$ cat src/rtl/lfu_pkg.sv
`timescale 1ns / 1ps
// Shared widths, reset values and compare-unit flag type for the LFU cache table.
package lfu_pkg;

	localparam int KEY_W = 32;
	localparam int VAL_W = 32;
	localparam int CAP_W = 5;

	localparam logic [CAP_W-1:0] CAP_RESET = 5'd16;

	typedef struct packed {
		logic key_eq;
		logic better;
		logic younger;
	} eval_flags_t;

endpackage

$ cat src/rtl/lfu_cache_table.sv
`timescale 1ns / 1ps
// LFU cache table top level: sequencer, entry state and result register.
//
// channel   ports                                         handshake
// config    cfg_write, capacity_in_use                    write when cfg_write high
// request   start, busy, operation, lookup_key, store_value  taken when start & !busy
// result    done, hit, read_value                         one-cycle strobe on done
//
// A scan reads one entry per cycle through the shared compare unit.
// A decide state follows; done rises the cycle after it.
// An access that changes state adds an aging sweep and a write state before busy falls;
// a get miss or ignored put returns to idle right after the decide state.
// Reset clears valid bits and occupancy and sets capacity to 16; no clearing pass is needed.
// The receiver cannot stall; done is never held.
module lfu_cache_table #(
	parameter int ENTRIES    = 16,
	parameter int COUNT_BITS = 16
) (
	input  logic                      clk,
	input  logic                      arst_n,
	input  logic                      cfg_write,
	input  logic [lfu_pkg::CAP_W-1:0] capacity_in_use,
	input  logic                      start,
	input  logic                      operation,
	input  logic [lfu_pkg::KEY_W-1:0] lookup_key,
	input  logic [lfu_pkg::VAL_W-1:0] store_value,
	output logic                      busy,
	output logic                      done,
	output logic                      hit,
	output logic [lfu_pkg::VAL_W-1:0] read_value
);

	localparam int IW = (ENTRIES > 1) ? $clog2(ENTRIES) : 1;
	localparam int CW = $clog2(ENTRIES + 1);
	localparam int KW = lfu_pkg::KEY_W;
	localparam int VW = lfu_pkg::VAL_W;
	localparam int RW = KW + VW + COUNT_BITS + IW;

	localparam logic OP_GET = 1'b0;
	localparam logic OP_PUT = 1'b1;

	localparam logic [2:0] ST_IDLE   = 3'd0;
	localparam logic [2:0] ST_SCAN   = 3'd1;
	localparam logic [2:0] ST_DECIDE = 3'd2;
	localparam logic [2:0] ST_AGE    = 3'd3;
	localparam logic [2:0] ST_WRITE  = 3'd4;

	logic [2:0]                state_q;
	logic [CW-1:0]             cnt_q;
	logic [lfu_pkg::CAP_W-1:0] capacity_q;
	logic [ENTRIES-1:0]        valid_q;
	logic [CW-1:0]             occ_q;

	logic                      op_q;
	logic [KW-1:0]             key_q;
	logic [VW-1:0]             val_q;

	logic                      rd_vld_s1;
	logic [IW-1:0]             rd_idx_s1;
	logic [RW-1:0]             rd_data;

	logic                      hit_q;
	logic [IW-1:0]             h_idx_q;
	logic [VW-1:0]             h_val_q;
	logic [COUNT_BITS-1:0]     h_cnt_q;
	logic [IW-1:0]             h_rank_q;
	logic                      vic_found_q;
	logic [IW-1:0]             vic_idx_q;
	logic [COUNT_BITS-1:0]     vic_cnt_q;
	logic [IW-1:0]             vic_rank_q;
	logic                      free_found_q;
	logic [IW-1:0]             free_idx_q;

	logic [IW-1:0]             slot_q;
	logic                      age_all_q;
	logic [IW-1:0]             limit_q;
	logic [COUNT_BITS-1:0]     new_cnt_q;
	logic [VW-1:0]             new_val_q;
	logic                      grow_q;

	logic                      done_q;
	logic                      hit_out_q;
	logic [VW-1:0]             rval_q;

	logic [KW-1:0]             rec_key;
	logic [VW-1:0]             rec_val;
	logic [COUNT_BITS-1:0]     rec_cnt;
	logic [IW-1:0]             rec_rank;
	lfu_pkg::eval_flags_t      flags;
	logic [IW-1:0]             rank_inc;

	logic                      accept;
	logic                      rd_en;
	logic                      scan_vld;
	logic                      age_vld;
	logic                      mem_we;
	logic [IW-1:0]             mem_waddr;
	logic [RW-1:0]             mem_wdata;

	logic [31:0]               cap_eff;
	logic                      full;
	logic [COUNT_BITS-1:0]     cnt_inc;
	logic                      d_upd;
	logic [IW-1:0]             d_slot;
	logic                      d_all;
	logic [IW-1:0]             d_limit;
	logic [COUNT_BITS-1:0]     d_cnt;
	logic [VW-1:0]             d_val;
	logic                      d_grow;

	assign accept   = start && (state_q == ST_IDLE);
	assign busy     = (state_q != ST_IDLE);
	assign rd_en    = ((state_q == ST_SCAN) || (state_q == ST_AGE)) && (cnt_q != CW'(ENTRIES));
	assign scan_vld = rd_vld_s1 && (state_q == ST_SCAN);
	assign age_vld  = rd_vld_s1 && (state_q == ST_AGE);

	assign rec_key  = rd_data[RW-1 -: KW];
	assign rec_val  = rd_data[RW-KW-1 -: VW];
	assign rec_cnt  = rd_data[IW +: COUNT_BITS];
	assign rec_rank = rd_data[IW-1:0];

	lfu_mem #(
		.DEPTH (ENTRIES),
		.WIDTH (RW),
		.AW    (IW)
	) u_mem (
		.clk     (clk),
		.we      (mem_we),
		.waddr   (mem_waddr),
		.wdata   (mem_wdata),
		.re      (rd_en),
		.raddr   (cnt_q[IW-1:0]),
		.rdata_q (rd_data)
	);

	lfu_eval #(
		.COUNT_BITS (COUNT_BITS),
		.RANK_W     (IW)
	) u_eval (
		.rec_key   (rec_key),
		.key       (key_q),
		.rec_cnt   (rec_cnt),
		.best_cnt  (vic_cnt_q),
		.rec_rank  (rec_rank),
		.best_rank (vic_rank_q),
		.limit     (limit_q),
		.age_all   (age_all_q),
		.flags     (flags),
		.rank_inc  (rank_inc)
	);

	always_comb begin
		mem_we    = 1'b0;
		mem_waddr = rd_idx_s1;
		mem_wdata = {rec_key, rec_val, rec_cnt, rank_inc};
		if (age_vld && valid_q[rd_idx_s1] && (rd_idx_s1 != slot_q) && flags.younger) begin
			mem_we = 1'b1;
		end
		if (state_q == ST_WRITE) begin
			mem_we    = 1'b1;
			mem_waddr = slot_q;
			mem_wdata = {key_q, new_val_q, new_cnt_q, IW'(0)};
		end
	end

	always_comb begin
		cap_eff = (32'(capacity_q) > 32'(ENTRIES)) ? 32'(ENTRIES) : 32'(capacity_q);
		full    = (32'(occ_q) >= cap_eff);
		cnt_inc = (h_cnt_q == '1) ? h_cnt_q : h_cnt_q + COUNT_BITS'(1);
		d_upd   = 1'b0;
		d_slot  = h_idx_q;
		d_all   = 1'b0;
		d_limit = h_rank_q;
		d_cnt   = cnt_inc;
		d_val   = (op_q == OP_PUT) ? val_q : h_val_q;
		d_grow  = 1'b0;
		if (hit_q) begin
			d_upd = (op_q == OP_GET) || (cap_eff != 32'd0);
		end else if ((op_q == OP_PUT) && (cap_eff != 32'd0)) begin
			d_cnt = COUNT_BITS'(1);
			if (!full && free_found_q) begin
				d_upd  = 1'b1;
				d_slot = free_idx_q;
				d_all  = 1'b1;
				d_grow = 1'b1;
			end else if (vic_found_q) begin
				d_upd   = 1'b1;
				d_slot  = vic_idx_q;
				d_limit = vic_rank_q;
			end
		end
	end

	// sequencer and control state
	always_ff @(posedge clk or negedge arst_n) begin
		if (!arst_n) begin
			state_q      <= ST_IDLE;
			cnt_q        <= '0;
			capacity_q   <= lfu_pkg::CAP_RESET;
			valid_q      <= '0;
			occ_q        <= '0;
			rd_vld_s1    <= 1'b0;
			hit_q        <= 1'b0;
			vic_found_q  <= 1'b0;
			free_found_q <= 1'b0;
			done_q       <= 1'b0;
		end else begin
			rd_vld_s1 <= rd_en;
			done_q    <= 1'b0;
			if (cfg_write) begin
				capacity_q <= capacity_in_use;
			end
			case (state_q)
				ST_IDLE: begin
					if (accept) begin
						state_q      <= ST_SCAN;
						cnt_q        <= '0;
						hit_q        <= 1'b0;
						vic_found_q  <= 1'b0;
						free_found_q <= 1'b0;
					end
				end
				ST_SCAN: begin
					if (rd_en) begin
						cnt_q <= cnt_q + CW'(1);
					end else begin
						state_q <= ST_DECIDE;
					end
					if (scan_vld) begin
						if (valid_q[rd_idx_s1]) begin
							if (flags.key_eq && !hit_q) begin
								hit_q <= 1'b1;
							end
							if (!vic_found_q || flags.better) begin
								vic_found_q <= 1'b1;
							end
						end else if (!free_found_q) begin
							free_found_q <= 1'b1;
						end
					end
				end
				ST_DECIDE: begin
					done_q  <= 1'b1;
					cnt_q   <= '0;
					state_q <= d_upd ? ST_AGE : ST_IDLE;
				end
				ST_AGE: begin
					if (rd_en) begin
						cnt_q <= cnt_q + CW'(1);
					end else begin
						state_q <= ST_WRITE;
					end
				end
				ST_WRITE: begin
					valid_q[slot_q] <= 1'b1;
					if (grow_q) begin
						occ_q <= occ_q + CW'(1);
					end
					state_q <= ST_IDLE;
				end
				default: begin
					state_q <= ST_IDLE;
				end
			endcase
		end
	end

	// request, scan and decide payload
	always_ff @(posedge clk) begin
		rd_idx_s1 <= cnt_q[IW-1:0];
		if (accept) begin
			op_q  <= operation;
			key_q <= lookup_key;
			val_q <= store_value;
		end
		if (scan_vld) begin
			if (valid_q[rd_idx_s1]) begin
				if (flags.key_eq && !hit_q) begin
					h_idx_q  <= rd_idx_s1;
					h_val_q  <= rec_val;
					h_cnt_q  <= rec_cnt;
					h_rank_q <= rec_rank;
				end
				if (!vic_found_q || flags.better) begin
					vic_idx_q  <= rd_idx_s1;
					vic_cnt_q  <= rec_cnt;
					vic_rank_q <= rec_rank;
				end
			end else if (!free_found_q) begin
				free_idx_q <= rd_idx_s1;
			end
		end
		if (state_q == ST_DECIDE) begin
			slot_q    <= d_slot;
			age_all_q <= d_all;
			limit_q   <= d_limit;
			new_cnt_q <= d_cnt;
			new_val_q <= d_val;
			grow_q    <= d_grow;
			hit_out_q <= hit_q;
			rval_q    <= ((op_q == OP_GET) && hit_q) ? h_val_q : '0;
		end
	end

	assign done       = done_q;
	assign hit        = hit_out_q;
	assign read_value = rval_q;

`ifndef SYNTHESIS
	a_done_after_decide: assert property (@(posedge clk) disable iff (!arst_n)
		done |-> $past(state_q == ST_DECIDE))
		else $error("result word without decide cycle");

	a_occ_bound: assert property (@(posedge clk) disable iff (!arst_n)
		32'(occ_q) <= 32'(ENTRIES))
		else $error("occupancy above table size");

	a_accept_busy: assert property (@(posedge clk) disable iff (!arst_n)
		(start && !busy) |=> busy)
		else $error("accepted word did not raise busy");

	a_write_phase: assert property (@(posedge clk) disable iff (!arst_n)
		mem_we |-> ((state_q == ST_AGE) || (state_q == ST_WRITE)))
		else $error("table write outside update phase");

	a_occ_count: assert property (@(posedge clk) disable iff (!arst_n)
		32'($countones(valid_q)) == 32'(occ_q))
		else $error("occupancy disagrees with valid bits");
`endif

endmodule

$ cat src/rtl/lfu_mem.sv
`timescale 1ns / 1ps
// Entry record memory: one write port, one registered read port.
module lfu_mem #(
	parameter int DEPTH = 16,
	parameter int WIDTH = 84,
	parameter int AW    = 4
) (
	input  logic             clk,
	input  logic             we,
	input  logic [AW-1:0]    waddr,
	input  logic [WIDTH-1:0] wdata,
	input  logic             re,
	input  logic [AW-1:0]    raddr,
	output logic [WIDTH-1:0] rdata_q
);

	logic [WIDTH-1:0] mem_q [DEPTH];

	always_ff @(posedge clk) begin
		if (we) begin
			mem_q[waddr] <= wdata;
		end
		if (re) begin
			rdata_q <= mem_q[raddr];
		end
	end

endmodule

$ cat src/rtl/lfu_eval.sv
`timescale 1ns / 1ps
// Shared compare unit: key match, victim ordering, aging test and rank increment.
module lfu_eval #(
	parameter int COUNT_BITS = 16,
	parameter int RANK_W     = 4
) (
	input  logic [lfu_pkg::KEY_W-1:0] rec_key,
	input  logic [lfu_pkg::KEY_W-1:0] key,
	input  logic [COUNT_BITS-1:0]     rec_cnt,
	input  logic [COUNT_BITS-1:0]     best_cnt,
	input  logic [RANK_W-1:0]         rec_rank,
	input  logic [RANK_W-1:0]         best_rank,
	input  logic [RANK_W-1:0]         limit,
	input  logic                      age_all,
	output lfu_pkg::eval_flags_t      flags,
	output logic [RANK_W-1:0]         rank_inc
);

	always_comb begin
		flags.key_eq  = (rec_key == key);
		// fewer uses wins; on equal use the older entry wins
		flags.better  = (rec_cnt < best_cnt) ||
		                ((rec_cnt == best_cnt) && (rec_rank > best_rank));
		flags.younger = age_all || (rec_rank < limit);
		rank_inc      = rec_rank + RANK_W'(1);
	end

endmodule
$ cat config.mk
export PLATFORM = sky130hd
export DESIGN_NAME = lfu_cache_table
export DESIGN_NICKNAME = d
export VERILOG_FILES = /design/src/rtl/lfu_pkg.sv /design/src/rtl/lfu_cache_table.sv /design/src/rtl/lfu_mem.sv /design/src/rtl/lfu_eval.sv
export SDC_FILE = /design/constraint.sdc
export NUM_CORES = 2
export LEC_CHECK = 0
export BUFFER_PORTS_ARGS = -buffer_cell sky130_fd_sc_hd__buf_2
export CORE_MARGIN = 8
export CORE_UTILIZATION = 55
export DETAILED_ROUTE_END_ITERATION = 10
export GPL_TIMING_DRIVEN = 1
export HOLD_SLACK_MARGIN = 0.02
export PLACE_DENSITY = 0.71
export SETUP_SLACK_MARGIN = 0.02
export SLEW_MARGIN = 40
export SYNTH_ARGS = -nofsm -noshare
export SYNTH_HDL_FRONTEND = slang
export SYNTH_HIERARCHICAL = 1
export SYNTH_SLANG_ARGS = --single-unit
$ cat constraint.sdc
create_clock -name clk -period 16.5 [get_ports clk]
set_input_delay 0.825 -clock clk [delete_from_list [all_inputs] [get_ports clk]]
set_output_delay 0.825 -clock clk [all_outputs]
set_load 0.01 [all_outputs]
==> results.md <==
| Group | Result | Reported |
|---|---|---|
| grt | GRT overflow | 0 |
| drt | Routed wire length per instance | 29.2 um |
| floorplan | Count of boundary I/O pins | 109 |
| clock network | Post-CTS setup buffers | 0 |
| timing | Clock Skew | 0.0225 ns |
| drt | Wl on met1 | 57600 um |
| timing | Setup TNS | 0 ns |
| grt | Via count of the first global-routing pass | 32.2k |
| clock network | Clock buffers created by TritonCTS | 165 |
| synth | Top cell type's share of synthesized area | 0.766 |
| drt | Remaining DRCs | 0 |
| clock network | Maximum level of the CTS H-tree | 4 |
| timing | Tmin final | 4.94 ns |
| synth | Synthesized instance count | 2967 |
| power | Worst vdd rail ir drop | 0.120 mV |
| drt | Via count | 30.8k |
| floorplan | Die Footprint | 130000 um^2 |
| clock network | Buffer levels on the longest clock path | 3 |
| drt | Starting DRT DRC Count | 3569 |
| timing | RSZ-0062 raised after global routing | false |
| grt | All-layer global routing usage | 0.217 |
| worst setup path | Total buffers and inverters traversed by the critical path | 6 |
| worst setup path | Crit-path max FO | 64 |
| worst setup path | Arrival time of the worst setup path | 5.47 ns |
| grt | First-pass GRT wire length | 211000 um |
| outcome | Status | complete, no violations |
| grt | Largest net degree at the start of global routing | 135 |
| synth | Mean post-synth cell area | 22.0 um^2 |
| place | Instance area after placement | 68200 um^2 |
| grt | Antenna violations before repair | 2 |
| synth | Synthesized cell area | 65300 um^2 |
| clock network | Clk sinks | 1710 |
| drt | Top layer used by detailed routing | met5 |
| synth | Post-synth top area cell | sky130_fd_sc_hd__edfxtp_1 |
| cells and area | Area delta synth->final | 12.3% |
| power | Internal Power | 0.00869 W |
| place | Detailed placement HPWL | 74600 um |
| drt | Number of detailed-route iterations in the first pass | 5 |
| power | Net switching share of the total power | 0.278 |
| worst setup path | Cells along the critical path | buf_12, buf_6, buf_12, buf_12, buf_16, buf_6, mux4_2, a22oi_1, nand2_1 |
| synth | Flops & latches, synth | 1710 |
| cells and area | Count of nets after finishing | 3286 |
| floorplan | Core region area | 118000 um^2 |
| clock network | Clock network latency to the later pin of the worst-skew pair | 0.78 ns |
| drt | Amount of wire on met3 after detailed routing | 12600 um |
| power | Sequential cell fraction of total power | 0.478 |
| drt | Detail-routed via count per cell | 6.36 |
| power | Combinational cell fraction of total power | 0.226 |
| floorplan | X dimension of the die | 361 um |
| cells and area | Core Util, Final | 0.622 |
| clock network | Clock transition at the register clock pins on the worst setup and hold paths after CTS | 0.06 ns |
| cells and area | Final cell area excluding filler cells | 73300 um^2 |
| power | Power density cells | 164 nW/um^2 |
| floorplan | Vertical die dimension | 361 um |
| worst setup path | Crit Path Category | reg2reg |
| place | Worst slack at placement | 11.15 ns |
| drt | Routed length on met2 | 68400 um |
| synth | Most frequently used flop master after synthesis | sky130_fd_sc_hd__edfxtp_1 |
| worst setup path | Family with the most delay on the worst path | buffers and inverters |
| flow run | Reported max-cap violation count | 0 |
| timing | Final count of negative-setup-slack endpoints | 0 |
| synth | Warning count from the yosys run | 6 |
| place | Gp weighted congestion | 0.751 |
| power | Leakage power | 23.7 nW |
| power | Clock Power Share | 0.295 |
| timing | FMAX | 0.202 GHz |
| worst setup path | Cell type with the highest occurrence count on the critical path | sky130_fd_sc_hd__buf_12 |
| worst setup path | Worst-path cell with the longest stage delay | sky130_fd_sc_hd__dfrtp_4 |
| worst setup path | Category of the worst setup path launch point | register |
| worst setup path | Required arrival time at the worst endpoint | 17.02 ns |
| floorplan | Initial cell density of the core | 0.554 |
| synth | Share of the yosys chip area belonging to registers | 0.783 |
| cells and area | Proportion of layout cells with a drive suffix above 1 | 0.285 |
| timing | Post-route fraction of the period consumed by the critical path | 0.300 |
| power | Net switching power figure | 0.00336 W |
| timing | Post-route worst setup slack | 11.56 ns |
| hold path | Worst hold-check path type | in2reg |
| power | Power Total | 0.0120 W |
| synth | Share of flip-flops with an asynchronous set or reset | 0.0228 |
| timing | Slew of the pin with the lowest slew margin | 0.887 ns |
| place | Port buffer count | 108 |
| floorplan | Placement row count | 126 |
| synth | Count of flip-flops with a built-in enable after synthesis | 1667 |
| cells and area | Number of inserted diodes | 0 |
| synth | Synthesized Nets | 3074 |
| worst setup path | Element type at the critical path end | register |
| timing | Tightest slew margin relative to the limit | 0.409 |
| synth | Ranking of synthesized cells by area | sky130_fd_sc_hd__edfxtp_1, sky130_fd_sc_hd__mux4_2, sky130_fd_sc_hd__mux2_2 |
| timing | Number of max-slew violations in the final report | 0 |
| drt | Antenna violation net count after detailed routing | 0 |
| drt | Routed Wire Length | 142000 um |
| clock network | CTS tree | done |
| timing | Number of hold-slack violations in the final timing report | 0 |
| synth | Library cells used by synthesis | 61 |
| worst setup path | Slowest stage delay, CP | 0.67 ns |
| clock network | Clock root buffer | sky130_fd_sc_hd__clkbuf_16 |
## routing by layer
metal  global-route usage  up-vias
met5                    0        -
met4               0.0570        2
met3               0.0478      201
met2                0.343     1459
met1                0.309    16400
li1                     -    12800
## per-stage QoR
step | hold slack [ns] | cells
floorplan | 0.420 | 2967
global placement | 0.429 | 4531
detailed placement | 0.436 | 4544
CTS | 0.164 | 4843
global route | 0.172 | 4846
finish | 0.219 | 4846
## final cells by class
class,instances,area (um^2)
flip-flops and latches,1710,51100
fillers,7780,44600
multi-input cells,1085,13600
clock buffers,213,4400
well taps,1536,1920
repair buffers,183,1490
clock inverters,85,662
inverters,34,130
## worst reg2reg max path: cells and delay by family, from the launching register on
| kind | cells | cell delay, ns |
|---|---|---|
| flops | 1 | 0.67 |
| simple gates | 1 | 0.10 |
| buf+inv | 6 | 3.06 |
| compound gates | 1 | 0.23 |
| mux | 1 | 0.63 |
## cells in the mapped netlist (all sizes together), types with 13 or more instances
master  number
edfxtp    1667
ha          33
nor3        13
and2        39
dfrtp       38
a22oi      169
xor2        35
xnor2       20
nor2        39
buf         75
nand2      114
a21oi       19
mux4       341
mux2       124
a21o        14
inv         34
clkbuf      63
## sequential cells by signal (all words and copies together), names as in the netlist, 5 cells and up
signal         flops
u_mem/mem_q     1344
u_mem/rdata_q     84
h_val_q           32
key_q             32
new_val_q         32
read_value        32
val_q             32
h_cnt_q           16
new_cnt_q         16
valid_q           16
vic_cnt_q         16
capacity_q         5
cnt_q              5
occ_q              5
## power by group through the flow
stage	sequential (W)	clock, W	combinational (W)
global route	0.00579	0.00379	0.00294
CTS	0.00576	0.00362	0.00274
finish	0.00576	0.00356	0.00273
floorplan	0.00575	0	0.00201
detailed placement	0.00585	0	0.00273
global placement	0.00586	0	0.00258
## what timing repair did
item / in CTS / in global routing
hold buffers: 1 / 0
gates resized for setup: 0 / 0
endpoints found under the hold margin: 38 / 0
## worst paths after layout
check,from,endpoint,slack [ns],cells past startpoint
min,store_value[31],val_q[31]$_DFFE_PP_,0.22,1
max,cnt_q[0]$_DFFE_PN0P_,u_mem/rdata_q[64]$_DFFE_PP_,11.56,9
max reg2reg,cnt_q[0]$_DFFE_PN0P_,u_mem/rdata_q[64]$_DFFE_PP_,11.56,9
min in group asynchronous,arst_n,vic_found_q$_DFFE_PN0P_,0.60,2
min reg2reg,u_mem/rdata_q[30]$_DFFE_PP_,h_val_q[10]$_DFFE_PP_,0.45,0
max in group asynchronous,arst_n,cnt_q[1]$_DFFE_PN0P_,15.49,2
## placed cells by master (no fill, tap or decap), types with 12 or more instances in the layout
cell type                   count
sky130_fd_sc_hd__buf_6         17
sky130_fd_sc_hd__ha_1          33
sky130_fd_sc_hd__a21o_1        14
sky130_fd_sc_hd__a21oi_1       18
sky130_fd_sc_hd__edfxtp_1    1667
sky130_fd_sc_hd__clkbuf_1      42
sky130_fd_sc_hd__inv_1         33
sky130_fd_sc_hd__a22oi_1      129
sky130_fd_sc_hd__mux4_2       338
sky130_fd_sc_hd__nor2_4        15
sky130_fd_sc_hd__dfrtp_1       36
sky130_fd_sc_hd__nor2_1        23
sky130_fd_sc_hd__mux2_2       120
sky130_fd_sc_hd__clkinv_2      28
sky130_fd_sc_hd__clkinv_1      37
sky130_fd_sc_hd__buf_4         37
sky130_fd_sc_hd__a22oi_2       40
sky130_fd_sc_hd__xnor2_1       20
sky130_fd_sc_hd__buf_2        107
sky130_fd_sc_hd__and2_1        37
sky130_fd_sc_hd__xor2_1        35
sky130_fd_sc_hd__nand2_1      114
sky130_fd_sc_hd__clkbuf_16    168
sky130_fd_sc_hd__nand3_1       12
## cell families after synthesis
| family | share of synthesized area |
|---|---|
| xor+xnor | 0.00737 |
| compound gates | 0.0309 |
| simple gates | 0.0210 |
| buf+inv | 0.0121 |
| mux | 0.140 |
| fa+ha+maj | 0.00632 |
| flops | 0.783 |
(Power assumes the default switching activity.)
